===== config.mk =====
export PLATFORM = sky130hd
export DESIGN_NAME = isia_ctrl
export DESIGN_NICKNAME = d
export VERILOG_FILES = /design/src/rtl/isia_pkg.sv /design/src/rtl/isia_ctrl.sv
export SDC_FILE = /design/constraint.sdc
export NUM_CORES = 1
export LEC_CHECK = 0
export BUFFER_PORTS_ARGS = -buffer_cell sky130_fd_sc_hd__buf_2
export CAP_MARGIN = 30
export CORE_AREA = 2 2 39 41
export CTS_CLUSTER_DIAMETER = 100
export DETAILED_ROUTE_END_ITERATION = 10
export DIE_AREA = 0 0 41 43
export HOLD_SLACK_MARGIN = 0.1
export MAX_ROUTING_LAYER = met4
export SLEW_MARGIN = 30
export SYNTH_ARGS = -nofsm -noshare
export SYNTH_HDL_FRONTEND = slang
export SYNTH_SLANG_ARGS = --single-unit

===== constraint.sdc =====
create_clock -name clk_i -period 1.3 [get_ports clk_i]
set_input_delay 0.065 -clock clk_i [delete_from_list [all_inputs] [get_ports clk_i]]
set_output_delay 0.065 -clock clk_i [all_outputs]
set_load 0.05 [all_outputs]

===== src/rtl/isia_pkg.sv =====
// Shared types and constants for the integer set id assigner.
// Holds operation codes, controller states and the command/status structs.
// No dependencies.
package isia_pkg;

  // Field widths of the stream words
  localparam int unsigned ItemW     = 32;
  localparam int unsigned OpW       = 2;
  localparam int unsigned IdxOutW   = 9;
  localparam int unsigned CntOutW   = 9;
  localparam int unsigned OutDataW  = 24;
  localparam int unsigned DepthDef  = 256;

  // Operation codes carried in s_axis_tuser
  typedef enum logic [OpW-1:0] {
    OP_ADD   = 2'd0,
    OP_HAS   = 2'd1,
    OP_CLEAR = 2'd2,
    OP_SORT  = 2'd3
  } op_e;

  // Controller states
  typedef enum logic [2:0] {
    ST_IDLE,
    ST_LOOKUP,
    ST_SORT_NEXT,
    ST_SORT_KEY,
    ST_SORT_STEP,
    ST_SORT_CMP,
    ST_FINISH
  } state_e;

  // Commands from controller to datapath
  typedef struct packed {
    logic capture;   // latch the incoming word, reset the pointer
    logic scan_rd;   // read entry at pointer, advance pointer
    logic key_rd;    // read sort key at pointer
    logic key_ld;    // load key from read data, j = pointer
    logic prev_rd;   // read entry at j-1
    logic shift;     // store[j] = read data, j--
    logic put;       // store[j] = key, advance pointer
    logic append;    // store item at count, count++
    logic clear;     // empty the set
    logic emit;      // load the result word
  } cmd_t;

  // Status from datapath to controller
  typedef struct packed {
    op_e  op;         // latched operation
    logic hit_now;    // compare in flight matches the item
    logic rvalid;     // a scan read is being compared
    logic ptr_below;  // pointer below entry count
    logic full;       // entry count reached depth
    logic hit;        // a match was recorded
    logic j_zero;     // insertion point at entry zero
    logic less;       // key below the entry just read
    logic out_free;   // result register can take a word
  } sts_t;

endpackage


===== src/rtl/isia_ctrl.sv =====
// Controller state machine of the integer set id assigner: sequences the
// lookup scan, the insertion sort and the result. Depends on isia_pkg.
module isia_ctrl
  import isia_pkg::*;
(
  input  logic           clk_i,
  input  logic           rst_ni,
  input  logic           s_valid_i,
  output logic           s_ready_o,
  input  logic [OpW-1:0] op_i,
  input  sts_t           sts_i,
  output cmd_t           cmd_o
);

  state_e state_q, state_d;

  // State register
  always_ff @(posedge clk_i or negedge rst_ni) begin
    if (!rst_ni) begin
      state_q <= ST_IDLE;
    end else begin
      state_q <= state_d;
    end
  end

  // Next state and commands
  always_comb begin
    state_d   = state_q;
    cmd_o     = '0;
    s_ready_o = 1'b0;
    case (state_q)
      ST_IDLE: begin
        s_ready_o = 1'b1;
        if (s_valid_i) begin
          cmd_o.capture = 1'b1;
          case (op_e'(op_i))
            OP_ADD, OP_HAS: state_d = ST_LOOKUP;
            OP_SORT:        state_d = ST_SORT_NEXT;
            default:        state_d = ST_FINISH;
          endcase
        end
      end
      ST_LOOKUP: begin
        // stop on a match, drain the last compare before giving up
        if (sts_i.hit_now) begin
          state_d = ST_FINISH;
        end else if (sts_i.ptr_below) begin
          cmd_o.scan_rd = 1'b1;
        end else if (!sts_i.rvalid) begin
          state_d = ST_FINISH;
        end
      end
      ST_SORT_NEXT: begin
        if (sts_i.ptr_below) begin
          cmd_o.key_rd = 1'b1;
          state_d      = ST_SORT_KEY;
        end else begin
          state_d = ST_FINISH;
        end
      end
      ST_SORT_KEY: begin
        cmd_o.key_ld = 1'b1;
        state_d      = ST_SORT_STEP;
      end
      ST_SORT_STEP: begin
        if (sts_i.j_zero) begin
          cmd_o.put = 1'b1;
          state_d   = ST_SORT_NEXT;
        end else begin
          cmd_o.prev_rd = 1'b1;
          state_d       = ST_SORT_CMP;
        end
      end
      ST_SORT_CMP: begin
        if (sts_i.less) begin
          cmd_o.shift = 1'b1;
          state_d     = ST_SORT_STEP;
        end else begin
          cmd_o.put = 1'b1;
          state_d   = ST_SORT_NEXT;
        end
      end
      ST_FINISH: begin
        // hold until the result register is free
        if (sts_i.out_free) begin
          cmd_o.emit   = 1'b1;
          cmd_o.append = (sts_i.op == OP_ADD) && !sts_i.hit && !sts_i.full;
          cmd_o.clear  = (sts_i.op == OP_CLEAR);
          state_d      = ST_IDLE;
        end
      end
      default: begin
        state_d = ST_IDLE;
      end
    endcase
  end

`ifndef SYNTH
  a_ready_only_idle: assert property (@(posedge clk_i) disable iff (!rst_ni)
    (s_valid_i && s_ready_o) |=> (state_q != ST_IDLE))
    else $error("accepted word did not start work");

  a_emit_then_idle: assert property (@(posedge clk_i) disable iff (!rst_ni)
    cmd_o.emit |=> (state_q == ST_IDLE))
    else $error("result emitted without returning to idle");

  a_one_store_write: assert property (@(posedge clk_i) disable iff (!rst_ni)
    $countones({cmd_o.append, cmd_o.shift, cmd_o.put}) <= 1)
    else $error("conflicting store writes");
`endif

endmodule


### After elaboration in Yosys (flattened, before gate mapping)

Index checks and enable logic that the tools add are counted.

* bits in registers: 3
* bits of input ports: 15
* output and inout bits: 11
* word-level logic and storage cells: 50

* equal/unequal tests: 13
* multiplexer cells: 27
* reductions and logical operators: 9

Operators by type and width (count)
* $mux W3: 10
* $pmux W3 S7: 1
* $mux W1: 14
* $eq A3 B3 Y1 const B: 3
* $eq A3 B2 Y1 const B: 2
* $ne A3 B3 Y1 const B: 2
* $pmux W3 S2: 1
* $eq A2 B2 Y1 const B: 2
* $logic_not A2 Y1: 2
* $ne A2 B2 Y1 const B: 2
* $reduce_and A4 Y1: 1
* $eq A3 B1 Y1 const B: 1
* $logic_not A3 Y1: 1
* $eq A2 B1 Y1 const B: 1
* $logic_and A1 B1 Y1: 2
* $logic_not A1 Y1: 2
* $pmux W1 S2: 1
* $reduce_or A2 Y1: 1

### Logic depth before layout (Yosys ltp)

* word-level depth: 5
* gate-level depth with buffers: 5
* mapped depth without buffers: 4

### Worst setup path before layout

No wires, ideal clock.

* path kind: register -> output
* from: register state_q[2]
* to: output cmd_o[9] in the netlist's numbering
* data arrival time: 2.228 ns
* required time: 1.235 ns
* setup slack: -0.993 ns
* stages on the path, launching flop included: 4
* path buffers: 1
* cells stage by stage: dfrtp_1 > buf_6 > nor3_1 > and2_1

RTL lines
* start, declared: line isia_ctrl.sv:15 `state_e state_q, state_d;`
* start signal, assigned: line isia_ctrl.sv:22 `state_q <= state_d;`
* end, declared: line isia_ctrl.sv:12 `output cmd_t cmd_o`

==> metrics.txt <==
Avg WL per Cell 10.40 um; core area 0.001384 sq mm; die span in x 41 um; largest net degree at the start of global routing 9; Max-cap violations 0; vias in the first global route 379; Synth Area in Compound Gates 0.2168; Leak 0.3768 nW; CTS Buf Count 3; Hold Crit Depth 3; Max transition margin 0.8474; aggregate global routing overflow 0; outcome finished, violations left; crit path max fanout 5; clock sink count 3; Largest regs state_q (3); Starting Density 0.2586; Final nets 100; max-slew violation count 0; CP max-delay cell dfrtp_2; largest family of logic cells by synthesized area simple AND/OR/NAND/NOR gates; critical path class reg2out; post-synthesis mux area share 0; hpwl dp 795.3 um; count of final hold-check violations 0; Cell Count Post-Placement 90; Post-DP Area 609.3 sq um; Seq/Total Area, Yosys 0.2098; Design Power 1.778 mW; WL final 1040 um; Post-Syn Instances 43; critical path depth in cells 4; CP endpoint kind primary output; Top reg by flops state_q; clk_skew 1.618 ps; Worst IR Drop VDD 0.001096 V; Die H 43 um; Max clock buf depth 2; aggregate global-route resource usage 0.1197; Area growth syn-to-layout 130.8%; worst-margin pin slew 227.2 ps; Largest delay share family, worst path flip-flops; fraction of layout cells with a size suffix above 1 0.7381; Adder-Cell Fraction of Synth Area 0; R2R depth 5; max reg flops 3; DR pass1 iterations 2; final core utilization 0.5967; I/O pins 26; Critical Path Max Stage Delay 430 ps; critical path's most frequent cell buf_6; post-route cell area 825.8 sq um; Cell Area, Synth 357.8 sq um; PortBufs 25; max frequency 690.8 MHz; Worst Path Buf+Inv 2; post-place setup slack 1.830 ps; Tmin final 1448 ps; Yosys reg bits 3; Data required, critical path 1240 ps; first-pass GRT wire length 1400 um; WP data arrival 1380 ps; htree depth 1; pwr dens 2153 mW/mm^2; placer congestion estimate 0.7308; vias 466; CTS tree done; synth warn 0; Clock Latency Late Sink 230 ps; violated checks setup timing; Synth Area in XOR/XNOR 0; crit-path cells nand4b_1, buf_6, nor3b_4, buf_6; post-synth net total 58; drt initial violations 1; Cell variety after synth 29; setup violators final 7; ant diodes 0; Synth Area in Simple Gates 0.4790; fin cells 100; Clock transition at path regs 30 ps; Worst Hold Class in2reg; critical path startpoint category flip-flop; drt via density 4.660; crit share post-route 1.114; syn_area_per_cell 8.322 sq um; Die Footprint 0.001763 sq mm; Final Worst Setup Slack -147.6 ps; unrepaired setup endpoints after global routing yes; CTS root buf clkbuf_4; # DRC 0; R2R setup slack 30 ps; post-route ant nets 0; initial antenna violation count 0; Cell Rows 14
-- worst register-to-register path: stages (launching register included) --
cell     delay [ps]
dfrtp_2         450
buf_4           180
nor4_4          290
a21oi_1          70
nand2_1          90
o22ai_2          60
-- layout make-up --
cell class | instances | area (sq um)
Clock buffer | 4 | 26.28
Tap cell | 16 | 20.02
Timing Repair Buffer | 40 | 349.1
Inverter | 1 | 3.754
Sequential cell | 3 | 78.83
Multi-Input combinational cell | 36 | 347.8
Fill cell | 122 | 558.0
-- layout by cell type (no fill, tap or decap), types with 2 or more instances in the layout --
master | Yosys | routed
nor2_1 | 4 | 2
dlygate4sd3_1 | 0 | 3
dfrtp_2 | 0 | 3
nor3b_4 | 0 | 2
nor3_4 | 0 | 3
buf_8 | 0 | 3
buf_4 | 1 | 8
buf_6 | 2 | 11
o22ai_2 | 2 | 2
clkbuf_4 | 0 | 3
buf_2 | 0 | 14
o21ai_1 | 2 | 2
-- where the power goes --
group          internal, mW  switching [mW]
combinational         0.674           0.714
sequential            0.149          0.0813
clock                 0.115          0.0456
-- metal layers --
layer | track usage | vias up | share of wire
met5 | - | - | 0
met4 | 0.06000 | 0 | 0
met3 | 0.01571 | 0 | 0.038
met2 | 0.1938 | 10 | 0.57
met1 | 0.1364 | 214 | 0.40
li1 | - | 242 | -
-- repair_timing --
| action | 4_1_cts | 5_1_grt |
|---|---|---|
| resized for setup | 25 | 16 |
| hold buffers | 3 | 0 |
| endpoints found under the setup margin | 11 | 13 |
| setup buffers | 1 | 2 |
| pin swaps | 2 | 4 |
| hold endpoints to repair | 6 | 0 |
-- per-stage QoR --
step / hold slack (ps) / setup TNS (ps)
final: 141.3 / -477.0
after global routing: 153.9 / -1001
after CTS: 136.6 / -755.8
after detailed placement: -137.3 / 0
after global placement: -135.4 / -24.01
after floorplan: -230.6 / -509.9
-- path summary, 6_finish.rpt --
path                                   startpoint                      to
max in group asynchronous                  rst_ni  state_q[0]$_DFFE_PN0P_
hold reg to reg            state_q[1]$_DFFE_PN0P_  state_q[0]$_DFFE_PN0P_
setup / recovery           state_q[0]$_DFFE_PN0P_                cmd_o[1]
setup reg to reg           state_q[2]$_DFFE_PN0P_  state_q[1]$_DFFE_PN0P_
hold / removal                           sts_i[5]  state_q[0]$_DFFE_PN0P_
min in group asynchronous                  rst_ni  state_q[1]$_DFFE_PN0P_
-- synthesized netlist by cell type, drive strengths merged --
master  number  area, sq um
nor4         1        12.51
nor3b        3        27.52
nand2b       2        12.51
inv          1        3.750
and2         2        13.77
a22o         1        8.760
nor4b        1        8.760
and3         1        6.260
o22a         1        8.760
o22ai        2        25.02
nor3         5        30.03
nand2        2        7.510
and3b        1        8.760
nand3b       1        7.510
nand4b       1        8.760
dfrtp        3        75.07
nor2         4        15.01
a21oi        1        5.000
or3          1        6.260
buf          3        30.03
nor2b        1        6.260
a21o         1        7.510
a21boi       1        7.510
o21ai        3        15.01
-- logic make-up after synthesis --
family,after synthesis
buffers and inverters,4
and+or+nand+nor,26
DFF,3
AOI/OAI and AO/OA,10
No activity file was read; power rests on OpenSTA's default activity.
